--- src/hw/rtl/eckd_block_to_cchhr_macros.svh ---
// ---------------------------------------------------------------------------
// eckd_block_to_cchhr_macros
// Assertion helpers used by the block's top-level RTL file.
// ---------------------------------------------------------------------------
`ifndef ECKD_BLOCK_TO_CCHHR_MACROS_SVH
`define ECKD_BLOCK_TO_CCHHR_MACROS_SVH

// Same-cycle implication, disabled while reset is asserted.
`define ECKD_ASSERT_IMP(lbl, clk, rst_n, ante, cons, msg) \
    lbl: assert property (@(posedge clk) disable iff (!rst_n) (ante) |-> (cons)) \
        else $error(msg);

// Next-cycle implication, disabled while reset is asserted.
`define ECKD_ASSERT_NXT(lbl, clk, rst_n, ante, cons, msg) \
    lbl: assert property (@(posedge clk) disable iff (!rst_n) (ante) |=> (cons)) \
        else $error(msg);

`endif

--- src/hw/rtl/eckd_b2c_div.sv ---
// ---------------------------------------------------------------------------
// eckd_b2c_div
// Pipelined restoring divider, one quotient bit per stage, with side data.
// ---------------------------------------------------------------------------
module eckd_b2c_div #(
    parameter int NW = 31,
    parameter int DW = 16,
    parameter int PW = 16
) (
    input  logic          i_clk,
    input  logic          i_rst_n,
    input  logic          i_en,
    input  logic          i_valid,
    input  logic [NW-1:0] i_num,
    input  logic [DW-1:0] i_den,
    input  logic [PW-1:0] i_pay,
    output logic          o_valid,
    output logic [NW-1:0] o_quo,
    output logic [DW-1:0] o_rem,
    output logic [PW-1:0] o_pay
);

    logic          r_v   [NW];
    logic [DW-1:0] r_rem [NW];
    logic [NW-1:0] r_num [NW];
    logic [DW-1:0] r_den [NW];
    logic [PW-1:0] r_pay [NW];

    for (genvar k = 0; k < NW; k++) begin : g_stage
        logic          s_v;
        logic [DW-1:0] s_rem;
        logic [NW-1:0] s_num;
        logic [DW-1:0] s_den;
        logic [PW-1:0] s_pay;
        logic [DW:0]   w_trial;
        logic [DW:0]   w_diff;
        logic          w_ge;
        logic [DW-1:0] n_rem;
        logic [NW-1:0] n_num;

        if (k == 0) begin : g_first
            assign s_v   = i_valid;
            assign s_rem = '0;
            assign s_num = i_num;
            assign s_den = i_den;
            assign s_pay = i_pay;
        end else begin : g_next
            assign s_v   = r_v[k-1];
            assign s_rem = r_rem[k-1];
            assign s_num = r_num[k-1];
            assign s_den = r_den[k-1];
            assign s_pay = r_pay[k-1];
        end

        always_comb begin
            w_trial = {s_rem, s_num[NW-1]};
            w_diff  = w_trial - {1'b0, s_den};
            w_ge    = (w_trial >= {1'b0, s_den});
            n_rem   = w_ge ? w_diff[DW-1:0] : w_trial[DW-1:0];
            n_num   = {s_num[NW-2:0], w_ge};
        end

        always_ff @(posedge i_clk) begin
            if (!i_rst_n) begin
                r_v[k] <= 1'b0;
            end else if (i_en) begin
                r_v[k] <= s_v;
            end
        end

        always_ff @(posedge i_clk) begin
            if (i_en) begin
                r_rem[k] <= n_rem;
                r_num[k] <= n_num;
                r_den[k] <= s_den;
                r_pay[k] <= s_pay;
            end
        end
    end

    assign o_valid = r_v[NW-1];
    assign o_quo   = r_num[NW-1];
    assign o_rem   = r_rem[NW-1];
    assign o_pay   = r_pay[NW-1];

endmodule

--- config.mk ---
export PLATFORM = sky130hd
export DESIGN_NAME = eckd_b2c_div
export DESIGN_NICKNAME = d
export VERILOG_FILES = /design/src/hw/rtl/eckd_block_to_cchhr_macros.svh /design/src/hw/rtl/eckd_b2c_div.sv
export SDC_FILE = /design/constraint.sdc
export NUM_CORES = 2
export LEC_CHECK = 0
export ABC_CLOCK_PERIOD_IN_PS = 3700
export BUFFER_PORTS_ARGS = -buffer_cell sky130_fd_sc_hd__buf_2
export CAP_MARGIN = 5
export CORE_MARGIN = 2
export CORE_UTILIZATION = 58
export CTS_BUF_LIST = sky130_fd_sc_hd__clkbuf_2
export CTS_CLUSTER_SIZE = 25
export DETAILED_ROUTE_END_ITERATION = 12
export PLACE_DENSITY = 0.83
export SYNTH_ARGS = -nofsm -noshare
export SYNTH_HDL_FRONTEND = slang
export SYNTH_SLANG_ARGS = --single-unit
--- constraint.sdc ---
create_clock -name i_clk -period 3.7 [get_ports i_clk]
set_input_delay 1.11 -clock i_clk [delete_from_list [all_inputs] [get_ports i_clk]]
set_output_delay 1.11 -clock i_clk [all_outputs]
set_load 0.03 [all_outputs]
## After elaboration in Yosys (flattened, before gate mapping)

Memories as Yosys holds them, arrays and structs flattened.
Index checks and enable logic that the tools add are counted.

| operators by class | value |
|---|---|
| add/sub/neg operators | 31 |
| multipliers | 0 |
| divide/modulo/power cells | 0 |
| $lt $le $gt $ge | 31 |
| equal/unequal tests | 0 |
| shift operators | 0 |
| multiplexer cells | 67 |
| bitwise gates (word level) | 31 |
| reduce and logical (&&, ||, !) cells | 0 |

Operator list:

| operator | count |
|---|---|
| $ge 17x16->1 | 30 |
| $mux 16 | 31 |
| $sub 16x16->16 | 30 |
| $mux 1 | 36 |
| $or 1x1->1 | 31 |
| $ge 1x16->1 | 1 |
| $sub 1x16->16 | 1 |

| word-level totals | value |
|---|---|
| bits in registers | 0 |
| latch bits | 0 |
| RAM bits | 2480 |
| ROM bits | 0 |
| input bits | 67 |
| output and inout port bits | 64 |
| logic and storage cells | 165 |
| memories kept | 5 |

Memories:

| memory | depth | width | rd ports | clocked after memory_dff | write ports | RTL line | text |
|---|---|---|---|---|---|---|---|
| r_num | 31 | 31 | 31 | 0 | 31 | eckd_b2c_div.sv:25 | `logic [NW-1:0] r_num [NW];` |
| r_den | 31 | 16 | 30 | 0 | 31 | eckd_b2c_div.sv:26 | `logic [DW-1:0] r_den [NW];` |
| r_pay | 31 | 16 | 31 | 0 | 31 | eckd_b2c_div.sv:27 | `logic [PW-1:0] r_pay [NW];` |
| r_rem | 31 | 16 | 31 | 0 | 31 | eckd_b2c_div.sv:24 | `logic [DW-1:0] r_rem [NW];` |
| r_v | 31 | 1 | 31 | 0 | 31 | eckd_b2c_div.sv:23 | `logic r_v [NW];` |

## Logic depth before layout (Yosys ltp)

| logic depth | value |
|---|---|
| word-level depth | 4 |
| gate-level depth with buffers | 12 |
| mapped depth without buffers | 11 |

## Worst setup path after synthesis

OpenSTA, ideal clock, no wires.

| timing | value |
|---|---|
| path type | flip-flop to flip-flop |
| start | memory r_den[18][1] (netlist: r_den[1][33]) |
| end | memory r_rem[19][10] (data pin) |
| setup time | 0.262 ns |
| arrival time | 3.093 ns |
| required time | 3.438 ns |
| slack | 0.345 ns |
| stages on the path, launching flop included | 12 |
| buffers on the path | 1 |
| clock period less this slack | 3.355 ns |
| cells stage by stage | edfxtp_1 -> inv_1 -> ha_1 -> nor2b_1 -> o31a_1 -> o31a_1 -> o311a_1 -> o21a_1 -> or3_4 -> a211oi_4 -> buf_6 -> mux2_1 |

RTL lines:

| item | RTL line |
|---|---|
| start, declared | eckd_b2c_div.sv:26 |
| end, declared | eckd_b2c_div.sv:24 |

==> impl_metrics.yaml <==
synth:
  synthesis.area_um2: 103000
  synth_edf_count: 2463
  synth_warnings: 0
  syn_inst: 6774
  synth.net_count: 7353
  seq_area_frac_synth: 0.7185
  synth_ff_type: "edfxtp_1"
  ys_async_sr_fraction: 0
  synth_cell_types: 71
  ys_ff_latch: 2464
  syn_area_per_cell_um2: 15.20
drt:
  drt_wl_total_mm: 175.0
  wl_per_cell_um: 16.72
  vias: 56634
  drc: 0
  via_per_inst: 5.410
  dr.pass1.iters: 6
  antenna_left: 0
  drt_iter0_markers: 3521
power_and_ir_drop:
  pwr-share-seq: 0.462
  switching_share: 0.3330
  power.switching_uw: 28460
  power.leakage_uw: 0.04520
  max-vdd-ir-drop_v: 0.0004145
  p_clk_frac: 0.201
  internal-power_uw: 57000
  p_per_area_nw_per_um2: 745.8
  p_comb_frac: 0.337
timing:
  hold_violations: 0
  slew_headroom: 0.2179
  skew_ns: 0.1182
  finalSetupViolations: 0
  worstMarginPinSlew_ns: 1.173
  slew_viol_final: 0
  fin_crit_sh: 0.9358
  fmax_ghz: 0.2888
  fin_crit_ns: 3.462
  timing.hold.ws_ns: 0.3363
  rsz0062_at_grt: "yes"
grt:
  grt.overflow.total: 0
  antenna_found_initial: 4
  first_global_vias: 57167
  grt_pass1_wl_mm: 283.4
  grt.total_usage: 0.1943
  grt_max_degree: 120
final_layout:
  area_delta_synth_final_pct: 11.30
  final_common_cell: "edfxtp_1"
  multi_input_area_um2: 26280
  regArea_um2: 73980
  drive_above_1_share: 0.1796
  fill_cells: 12605
  nNetsFinal: 8285
  layout_common_cells: "edfxtp_1, clkbuf_2, inv_1, ha_1, a21oi_1"
  fin_util: 0.6500
status:
  status: "complete, no violations"
worst_setup_path:
  cp.arrival_ns: 2.35
  cp_data_required_time_ns: 2.59
  crit_fanout: 1
  slowest_delay_ns: 0.43
  worstSetupPathType: "reg2out"
  worstPathCellList: "buf_6"
  cp_top_family: "flip-flops"
  startpoint_type: "flop"
  cp_slowest_cell: "edfxtp_1"
  end_kind: "primary output"
  path_buf_inv: 1
place:
  dp_hpwl_mm: 115.8
  portBuffers: 130
  place_congestion: 0.9132
floorplan:
  boundaryPins: 131
  die_area_um2: 180900
  start_util: 0.5840
  rows: 154
  die_w_um: 425.3
  die_h_um: 425.3
  core_area_um2: 176300
clock_tree:
  cts_sinks: 2464
  tritoncts: "yes"
  cts_made_buffers: 610
  htreeDepth: 6
  clk_pin_slew_ns: 0.11
  cts_root_buffer: "clkbuf_2"
  clkLatencyLatePin_ns: 1.78
  clock_path_buffers: 4
hold_path:
  hold_class: "reg2reg"
run:
  drv_cap: 0
synth_stat cells (all sizes together) (6+ instances only):
master   count  area [µm²]
edfxtp    2463       73960
inv        643        2414
ha         482        6031
a21oi      379        1897
nor2       360        1351
nand2      327        1227
o21ai      277        1386
mux2       224        2522
xnor2      192        1682
xor2       133        1165
a21o       119       893.4
nand3      107       535.5
nor3        91       455.4
nor2b       82       513.0
o21a        72       540.5
clkbuf      63       236.5
nand4       50       312.8
nand2b      46       287.8
o31ai       46       345.3
mux2i       45       450.4
or3         45       286.5
a21boi      43       322.8
and3        41       256.5
a31oi       40       250.2
nor4        36       231.5
a211oi      35       280.3
fa          30       600.6
o31a        30       262.8
or2         27       168.9
o2111ai     23       201.4
o211ai      22       165.2
a31o        21       183.9
a211o       16       140.1
o21bai      16       120.1
o41ai       16       147.7
a2111oi     13       132.6
and4        12       105.1
buf         11       61.31
nor3b       11       82.58
a41o        10       100.1
and2         9       56.30
o311ai       9       78.83
nand3b       6       45.04
nor4b        6       52.55
power groups by stage:
stage                     Clock, µW  Combinational [µW]  Sequential [µW]
after floorplan                   0               21600            39200
after global placement            0               27300            39900
after detailed placement          0               28100            40000
after CTS                     18000               28600            39500
after global routing          19400               32100            39900
final                         17100               28800            39500
logic make-up after synthesis:
family                     after synthesis  share of synthesized area
xor gates and xnor gates               325                    0.02765
AOI/OAI and AO/OA                     1222                    0.07549
muxes                                  269                    0.02887
buffers and inverters                  718                    0.02637
DFF                                   2464                     0.7185
and+or+nand+nor                       1264                    0.05871
adders and majority gates              512                    0.06440
metal layers:
layer,track usage,part of all wire,vias up
met5,0,0.000046,-
met4,0.08333,0.026,2
met3,0.04298,0.050,378
met2,0.3214,0.50,1479
met1,0.2486,0.43,27095
li1,-,-,27680
metrics by stage:
stage	total power, µW	instances	cell area (µm²)	TNS [ns]	setup slack, ns
2_1_floorplan	60770	6774	103000	0	0.3452
3_3_place_gp	67200	9301	107600	0	0.2808
3_5_place_dp	68130	9301	107600	0	0.2934
4_1_cts	86150	10465	114600	-4.553	-0.1603
5_1_grt	91440	10469	114600	-0.4778	-0.08280
6_report	85460	10469	114600	0	0.2376
path summary, 6_finish.rpt:
kind                                              start                      end  slack (ns)  cells after the start
worst min-delay path            r_num[0][218]$_DFFE_PP_  r_num[0][250]$_DFFE_PP_        0.34                      0
worst min register to register  r_num[0][218]$_DFFE_PP_  r_num[0][250]$_DFFE_PP_        0.34                      0
worst max-delay path            r_pay[1][230]$_DFFE_PP_                 o_pay[6]        0.24                      1
worst max register to register   r_den[1][33]$_DFFE_PP_   r_rem[19][5]$_DFFE_PP_        0.27                     11
state kept, by name, indices dropped and copies added (netlist names):
register,cells
r_rem,496
r_den,480
r_num,961
r_pay,496
r_v,31
cell type report:
cell class,instances,area share
diodes,4,0.00008735
clock buffers,870,0.03800
clock inverters,161,0.007807
inverters,644,0.02109
multi-input cells,3592,0.2294
flip-flops and latches,2464,0.6456
well taps,2340,0.02555
repair buffers,394,0.03253
what timing repair did:
action,4_1_cts,5_1_grt
endpoints found under the setup margin,60,13
hold buffers,133,0
cloned,0,0
setup buffers,0,0
endpoints found under the hold margin,2279,0
gates resized for setup,119,0
Power figures use the tool's default switching activity.
