## config.mk

```make
export PLATFORM = sky130hd
export DESIGN_NAME = eckd_b2c_cap
export DESIGN_NICKNAME = d
export VERILOG_FILES = /design/src/hw/rtl/eckd_block_to_cchhr_macros.svh /design/src/hw/rtl/eckd_b2c_pkg.sv /design/src/hw/rtl/eckd_b2c_cap.sv
export SDC_FILE = /design/constraint.sdc
export NUM_CORES = 1
export LEC_CHECK = 0
export ABC_AREA = 1
export BUFFER_PORTS_ARGS = -buffer_cell sky130_fd_sc_hd__buf_2
export CORE_ASPECT_RATIO = 1.75
export CORE_MARGIN = 2
export CORE_UTILIZATION = 50
export DETAILED_ROUTE_END_ITERATION = 6
export HOLD_SLACK_MARGIN = 0.12
export PLACE_DENSITY = 0.67
export SYNTH_ARGS = -nofsm -noshare
export SYNTH_HDL_FRONTEND = slang
export SYNTH_SLANG_ARGS = --single-unit
```

## constraint.sdc

```tcl
create_clock -name i_clk -period 18.8 [get_ports i_clk]
set_input_delay 1.88 -clock i_clk [delete_from_list [all_inputs] [get_ports i_clk]]
set_output_delay 1.88 -clock i_clk [all_outputs]
set_load 0.01 [all_outputs]
```

## src/hw/rtl/eckd_block_to_cchhr_macros.svh

```systemverilog
// ---------------------------------------------------------------------------
// eckd_block_to_cchhr_macros
// Assertion helpers used by the block's top-level RTL file.
// ---------------------------------------------------------------------------
`ifndef ECKD_BLOCK_TO_CCHHR_MACROS_SVH
`define ECKD_BLOCK_TO_CCHHR_MACROS_SVH

// Same-cycle implication, disabled while reset is asserted.
`define ECKD_ASSERT_IMP(lbl, clk, rst_n, ante, cons, msg) \
    lbl: assert property (@(posedge clk) disable iff (!rst_n) (ante) |-> (cons)) \
        else $error(msg);

// Next-cycle implication, disabled while reset is asserted.
`define ECKD_ASSERT_NXT(lbl, clk, rst_n, ante, cons, msg) \
    lbl: assert property (@(posedge clk) disable iff (!rst_n) (ante) |=> (cons)) \
        else $error(msg);

`endif

```

## src/hw/rtl/eckd_b2c_pkg.sv

```systemverilog
// ---------------------------------------------------------------------------
// eckd_b2c_pkg
// Shared types, constants and constant-divide helpers for the CCHHR block.
// ---------------------------------------------------------------------------
package eckd_b2c_pkg;

    localparam int C_TPC_W    = 16;
    localparam int C_KEY_W    = 8;
    localparam int C_DATA_W   = 16;
    localparam int C_LBA_W    = 31;
    localparam int C_CELLS_W  = 12;
    localparam int C_RPT_W    = 16;
    localparam int C_TCELLS_W = 16;
    localparam int C_TRACK_CELLS = 1729;

    localparam logic [C_TPC_W-1:0]  C_TPC_RESET  = 16'd15;
    localparam logic [C_KEY_W-1:0]  C_KEY_RESET  = 8'd0;
    localparam logic [C_DATA_W-1:0] C_DATA_RESET = 16'd4096;

    // Reciprocals for exact floor division of 17-bit values.
    localparam int C_K232 = 26;
    localparam logic [19:0] C_M232 = 20'((64'd1 << C_K232) / 232 + 1);
    localparam int C_K34 = 24;
    localparam logic [19:0] C_M34 = 20'((64'd1 << C_K34) / 34 + 1);

    typedef enum logic [1:0] {
        CFG_TPC  = 2'd0,
        CFG_KEY  = 2'd1,
        CFG_DATA = 2'd2
    } t_cfg_idx;

    typedef enum logic [1:0] {
        ERR_OK           = 2'd0,
        ERR_NO_RECORDS   = 2'd1,
        ERR_CYL_OVERFLOW = 2'd2
    } t_err;

    // Ceiling of x / 232.
    function automatic logic [8:0] f_ceil_232(input logic [16:0] x);
        logic [16:0] s;
        logic [36:0] p;
        s = x + 17'd231;
        p = {20'd0, s} * {17'd0, C_M232};
        return p[C_K232 +: 9];
    endfunction

    // Ceiling of x / 34.
    function automatic logic [10:0] f_ceil_34(input logic [16:0] x);
        logic [16:0] s;
        logic [36:0] p;
        s = x + 17'd33;
        p = {20'd0, s} * {17'd0, C_M34};
        return p[C_K34 +: 11];
    endfunction

endpackage

```

## src/hw/rtl/eckd_b2c_cap.sv

```systemverilog
// ---------------------------------------------------------------------------
// eckd_b2c_cap
// Three-stage track capacity front end: cells used by one record.
// ---------------------------------------------------------------------------
module eckd_b2c_cap (
    input  logic                           i_clk,
    input  logic                           i_rst_n,
    input  logic                           i_en,
    input  logic                           i_valid,
    input  logic [eckd_b2c_pkg::C_LBA_W-1:0]   i_lba,
    input  logic [eckd_b2c_pkg::C_KEY_W-1:0]   i_key_length,
    input  logic [eckd_b2c_pkg::C_DATA_W-1:0]  i_data_length,
    output logic                           o_valid,
    output logic [eckd_b2c_pkg::C_LBA_W-1:0]   o_lba,
    output logic [eckd_b2c_pkg::C_CELLS_W-1:0] o_cells
);
    import eckd_b2c_pkg::*;

    logic                 r_v1, r_v2, r_v3;
    logic [C_LBA_W-1:0]   r_lba1, r_lba2, r_lba3;
    logic [8:0]           r_dn, r_kn;
    logic [10:0]          r_dc, r_kc;
    logic [C_CELLS_W-1:0] r_cells;
    logic [C_CELLS_W-1:0] n_cells;

    // Key area adds its own overhead only for keyed records.
    always_comb begin
        n_cells = C_CELLS_W'(12'd19 + {1'b0, r_dc});
        if (i_key_length != '0) begin
            n_cells = n_cells + C_CELLS_W'(12'd9 + {1'b0, r_kc});
        end
    end

    always_ff @(posedge i_clk) begin
        if (!i_rst_n) begin
            r_v1 <= 1'b0;
            r_v2 <= 1'b0;
            r_v3 <= 1'b0;
        end else if (i_en) begin
            r_v1 <= i_valid;
            r_v2 <= r_v1;
            r_v3 <= r_v2;
        end
    end

    always_ff @(posedge i_clk) begin
        if (i_en) begin
            r_lba1  <= i_lba;
            r_dn    <= f_ceil_232({1'b0, i_data_length} + 17'd6) + 9'd1;
            r_kn    <= f_ceil_232({9'd0, i_key_length} + 17'd6) + 9'd1;
            r_lba2  <= r_lba1;
            r_dc    <= f_ceil_34({1'b0, i_data_length} + 17'({r_dn, 1'b0} + {r_dn, 2'b0}));
            r_kc    <= f_ceil_34({9'd0, i_key_length} + 17'({r_kn, 1'b0} + {r_kn, 2'b0}));
            r_lba3  <= r_lba2;
            r_cells <= n_cells;
        end
    end

    assign o_valid = r_v3;
    assign o_lba   = r_lba3;
    assign o_cells = r_cells;

endmodule

```

After elaboration in Yosys (flattened, before gate mapping)
Cells that the tools add are included.
{"block": "totals", "inputBits": 59, "wordCells": 32, "out_inout_bits": 44, "regBits": 148}
{"block": "op_classes", "reduce_logical": 1, "add_sub_neg": 15, "mux": 1, "mul": 4}
{"operator": "17-bit by 19-bit multiplier with 35-bit output (second input constant)", "count": 1}
{"operator": "17-bit by 16-bit multiplier with 32-bit output (second input constant)", "count": 1}
{"operator": "14-bit by 16-bit multiplier with 30-bit output (second input constant)", "count": 1}
{"operator": "10-bit by 19-bit multiplier with 29-bit output (second input constant)", "count": 1}
{"operator": "10-bit by 11-bit adder with 12-bit output", "count": 2}
{"operator": "16-bit by 12-bit adder with 17-bit output", "count": 1}
{"operator": "16-bit by 3-bit adder with 17-bit output (second input constant)", "count": 1}
{"operator": "17-bit by 6-bit adder with 17-bit output (second input constant)", "count": 1}
{"operator": "17-bit by 8-bit adder with 17-bit output (second input constant)", "count": 1}
{"operator": "13-bit by 6-bit adder with 14-bit output (second input constant)", "count": 1}
{"operator": "8-bit by 12-bit adder with 13-bit output", "count": 1}
{"operator": "12-bit adder", "count": 1}
{"operator": "4-bit by 11-bit adder with 12-bit output (first input constant)", "count": 1}
{"operator": "5-bit by 11-bit adder with 12-bit output (first input constant)", "count": 1}
{"operator": "12-bit two-way mux", "count": 1}
{"operator": "9-bit by 8-bit adder with 10-bit output (second input constant)", "count": 1}
{"operator": "8-bit by 3-bit adder with 9-bit output (second input constant)", "count": 1}
{"operator": "9-bit by 1-bit adder with 9-bit output (second input constant)", "count": 1}
{"operator": "8-bit nonzero test", "count": 1}
{"operator": "3-bit by 1-bit adder with 4-bit output (second input constant)", "count": 1}

Longest topological paths before layout
{"block": "logic_depth", "word_depth": 4, "depth_mapped": 38, "mapped_depth_nobuf": 38}

Least setup slack after synthesis
OpenSTA, ideal clock, no wires.
{"block": "synth_path", "path_type": "in2reg", "start": "in i_data_length[2] in the netlist's numbering", "end": "reg r_dc[10] (data pin)", "required_time_ns": 18.535, "setup_slack_ns": 10.135, "path_stages": 30, "n_path_buf": 0, "arrival_time_ns": 8.400, "cell_sequence": "fa_1 > ha_1 > ha_1 > inv_1 > fa_1 > o21ai_1 > nand2_1 > nand3_1 > a21oi_1 > o21bai_1 > xor2_1 > fa_1 > inv_1 > ha_1 > ha_1 > inv_1 > fa_1 > inv_1 > fa_1 > inv_1 > fa_1 > inv_1 > ha_1 > nand2_1 > nor4_1 > nand3_1 > nand3_1 > a21oi_1 > o21ai_0 > xor2_1"}
{"block": "synth_between", "elab_chain_cells": 3}
{"item": "start: declaration", "line": "eckd_b2c_cap.sv:12", "rtl": "input logic [eckd_b2c_pkg::C_DATA_W-1:0] i_data_length,"}
{"item": "16-bit by 12-bit adder with 17-bit output", "line": "eckd_b2c_cap.sv:52", "rtl": "r_dc <= f_ceil_34({1'b0, i_data_length} + 17'({r_dn, 1'b0} + {r_dn, 2'b0}));"}
{"item": "17-bit by 6-bit adder with 17-bit output", "line": "eckd_b2c_pkg.sv:51", "rtl": "s = x + 17'd33;"}
{"item": "17-bit by 16-bit multiplier with 32-bit output", "line": "eckd_b2c_pkg.sv:52", "rtl": "p = {20'd0, s} * {17'd0, C_M34};"}
{"item": "end signal: assignment", "line": "eckd_b2c_cap.sv:52"}
{"item": "end: declaration", "line": "eckd_b2c_cap.sv:22", "rtl": "logic [10:0] r_dc, r_kc;"}
Every way passes these cells.
A chain may end at the register's enable or synchronous reset.

Worst setup path in the final report
Ends and elaborated chain as after synthesis.

==> key figures <==
Outcome
  • Status: finished clean

Synthesis
  • Seq/Total Area, Yosys: 0.1869
  • Leading area contributor after synthesis: ha_1
  • Main combinational cell family by area after synthesis: adder cells
  • Most common cell in the synthesized netlist: inv_1
  • Synth Area in Simple Gates: 0.09919
  • Most frequent cells after synthesis: inv_1, ha_1, fa_1
  • Xor and xnor fraction of the mapped netlist area: 0.02606
  • Post-synthesis async set-or-reset flop share: 0
  • Synth Area in Compound Gates: 0.06403
  • Synth Warn #: 0
  • Prevailing post-synth register cell: edfxtp_1
  • Syn Nets: 3114
  • EDFF count, synth: 134
  • Synth top area cells: ha_1, fa_1, edfxtp_1
  • Count of different cell masters after synthesis: 51
  • Post-Synth Adder-Cell Area: 0.5138
  • Syn avg cell area: 9.413 sq um
  • Yosys top cell area share: 0.2646
  • Cells after Synth: 2321
  • Netlist Area Pre-Place: 21850 sq um
  • Mux cell area share after synthesis: 0
  • Yosys reg bits: 137

Clocking
  • Number of hold buffers added after cts: 0
  • Setup Buffers After CTS: 0
  • Clock sink count: 137
  • Root Driver: clkbuf_16
  • H-tree Lvls: 4
  • Resized Gates After CTS: 0
  • CTS tree: built
  • TritonCTS buffer count: 17
  • Max Root-Sink Buffers: 2
  • Clock latency at the later pin of the worst-skew pair: 0.43 ns
  • Clock-pin slew of the registers on the worst-case setup and hold paths: 0.06 ns

Placement
  • IO Port Bufs: 102
  • Hpwl dp: 48550 um
  • Routability cong.: 1.052

Cells and area
  • Fin util: 0.5482
  • Share of layout cells above drive strength 1: 0.07160
  • Nets: 3238
  • FILL cells: 3908
  • Inserted Diodes: 0
  • Area Growth Syn to Fin: 8.447%

Floorplan
  • Num ports: 103
  • Die Wd: 162.0 um
  • Die H: 280.5 um
  • Core Box Area: 43220 sq um
  • Starting Density: 0.5055
  • Rows: 101
  • Die area: 45450 sq um

Global routing
  • Initial antenna violation count: 0
  • Global route overflow: 0
  • Vias in the first global route: 17400
  • Total GRT Usage: 0.2470
  • Largest net degree at the start of global routing: 76
  • First-pass GRT wire length: 86190 um

Detailed routing
  • DR WL/cell: 17.74 um
  • Iteration-0 DRC Markers: 693
  • ANT nets after route: 0
  • Vias per std cell: 5.207
  • WL final: 53650 um
  • Met3 Wirelength: 962 um
  • Met1 wire length: 17010 um
  • First-pass DRT Iterations: 5
  • Metal2 WL: 30920 um
  • Highest metal used: met4
  • DRC viols: 0
  • Vias after detailed routing: 15750

Worst hold path
  • Hold/Removal Path Class: flop to flop

Setup path
  • R2r worst-path depth: 27
  • Crit path to: r_dc[10]
  • FF-to-FF setup slack: 10.46 ns
  • CP Data Arrival Time: 9.61 ns
  • Worst reg2reg endpoint: r_dc[10]
  • Setup crit start: i_data_length[2]
  • CP Capture Type: flop
  • Critical path class: input pin to flop
  • Critical Path Source Type: input pin
  • Max FO, Critical Path: 4
  • Reg-to-reg critical path startpoint: r_dn[0]
  • WP data required: 18.95 ns

Timing
  • Fmax: 105.7 MHz
  • RSZ-0062 raised after global routing: no
  • Hold Vio Cnt, Final: 0
  • Setup violations, final: 0
  • Slew @ Worst Pin: 0.8664 ns
  • Hold_ws: 0.4102 ns
  • Period utilization: 0.5032
  • Slew HR: 0.4224
  • Post-Route Skew: 0.02331 ns
  • Crit path time final: 9.460 ns
  • Slew Limit Fails: 0
  • TNS Setup: 0 ns

Job
  • MaxCap Viol Count: 0
==> flip-flops by register name, summed over array words and instances, names as in the netlist <==
register,count
r_lba1,31
r_dn,9
o_valid,1
r_v1,1
o_lba,31
r_lba2,31
o_cells,12
r_v2,1
r_kn,3
r_kc,6
r_dc,11
==> layout by cell type, fill, tap and decap left out, types with 5 or more instances in the layout <==
cell type	Yosys	layout
inv_1	637	637
ha_1	462	462
fa_1	272	272
nand2_1	271	271
edfxtp_1	134	134
a21oi_1	111	111
nor2_1	105	105
buf_2	0	101
o21ai_0	64	64
xor2_1	48	48
nand3_1	43	43
nor3_1	21	21
xnor2_1	17	17
clkbuf_16	0	17
nand4_1	13	13
or2_2	11	11
a21o_1	11	11
nor4_1	9	9
a31oi_1	9	9
o21ai_1	8	8
o21bai_1	8	8
nand2_2	7	7
inv_8	0	7
o211ai_1	5	5
a211oi_1	5	5
==> area by class of cell <==
| type | count | area [sq um] | share of cell area |
|---|---|---|---|
| tap | 566 | 708.2 | 0.02989 |
| sequential | 137 | 4084 | 0.1724 |
| clock inverter | 15 | 168.9 | 0.007129 |
| inverter | 639 | 2399 | 0.1012 |
| clock buffer | 17 | 425.4 | 0.01796 |
| timing repair buffer | 106 | 546.8 | 0.02308 |
| multi-input combinational | 1544 | 15360 | 0.6483 |
==> worst min-delay path by stage <==
stage	start	endpoint	slack, ns	cells past startpoint
2_1_floorplan	r_lba2[0]	o_lba[0]	0.40	0
3_3_place_gp	r_lba2[13]	o_lba[13]	0.40	0
3_5_place_dp	r_lba2[11]	o_lba[11]	0.40	0
4_1_cts	r_lba2[24]	o_lba[24]	0.41	0
5_1_grt	r_lba1[27]	r_lba2[27]	0.42	0
6_report	r_lba2[24]	o_lba[24]	0.41	0
==> worst max-delay path: stages <==
cell and delay, ns:
buf_2 0.13, fa_1 0.54, ha_1 0.34, ha_1 0.23, inv_1 0.08, fa_1 0.41, o21ai_1 0.29, nand2_1 0.10
nand3_1 0.11, xor2_1 0.65, inv_1 0.30, fa_1 0.66, inv_1 0.06, ha_1 0.29, ha_1 0.35, fa_1 0.49
inv_1 0.05, fa_1 0.50, fa_1 0.54, inv_1 0.04, ha_1 0.34, a21oi_1 0.24, o221ai_1 0.15, nand2_1 0.08
nand3_1 0.16, a21oi_1 0.31, o21ai_0 0.14, xor2_1 0.15
==> per-stage QoR <==
step                      area (sq um)  std cells  worst slack (ns)
after detailed placement         23100       2992             8.894
final                            23690       3024             9.340
after global placement           23100       2992             8.987
after CTS                        23690       3024             9.341
after floorplan                  21850       2321             10.14
after global routing             23690       3024             8.703
==> cells by family after synthesis <==
family	Yosys count
compound gates	246
buf+inv	640
fa+ha+maj	734
flops	137
simple gates	499
xor+xnor	65
==> metal layers <==
metal | up-vias | global-route usage
li1 | 7611 | -
met4 | 0 | 0.1838
met2 | 347 | 0.4955
met1 | 7591 | 0.2240
met5 | - | 0
met3 | 197 | 0.01966
Power is left out: the tool's default activity adds up to more than one toggle a clock period on the data nets, which glitch-free logic cannot reach.
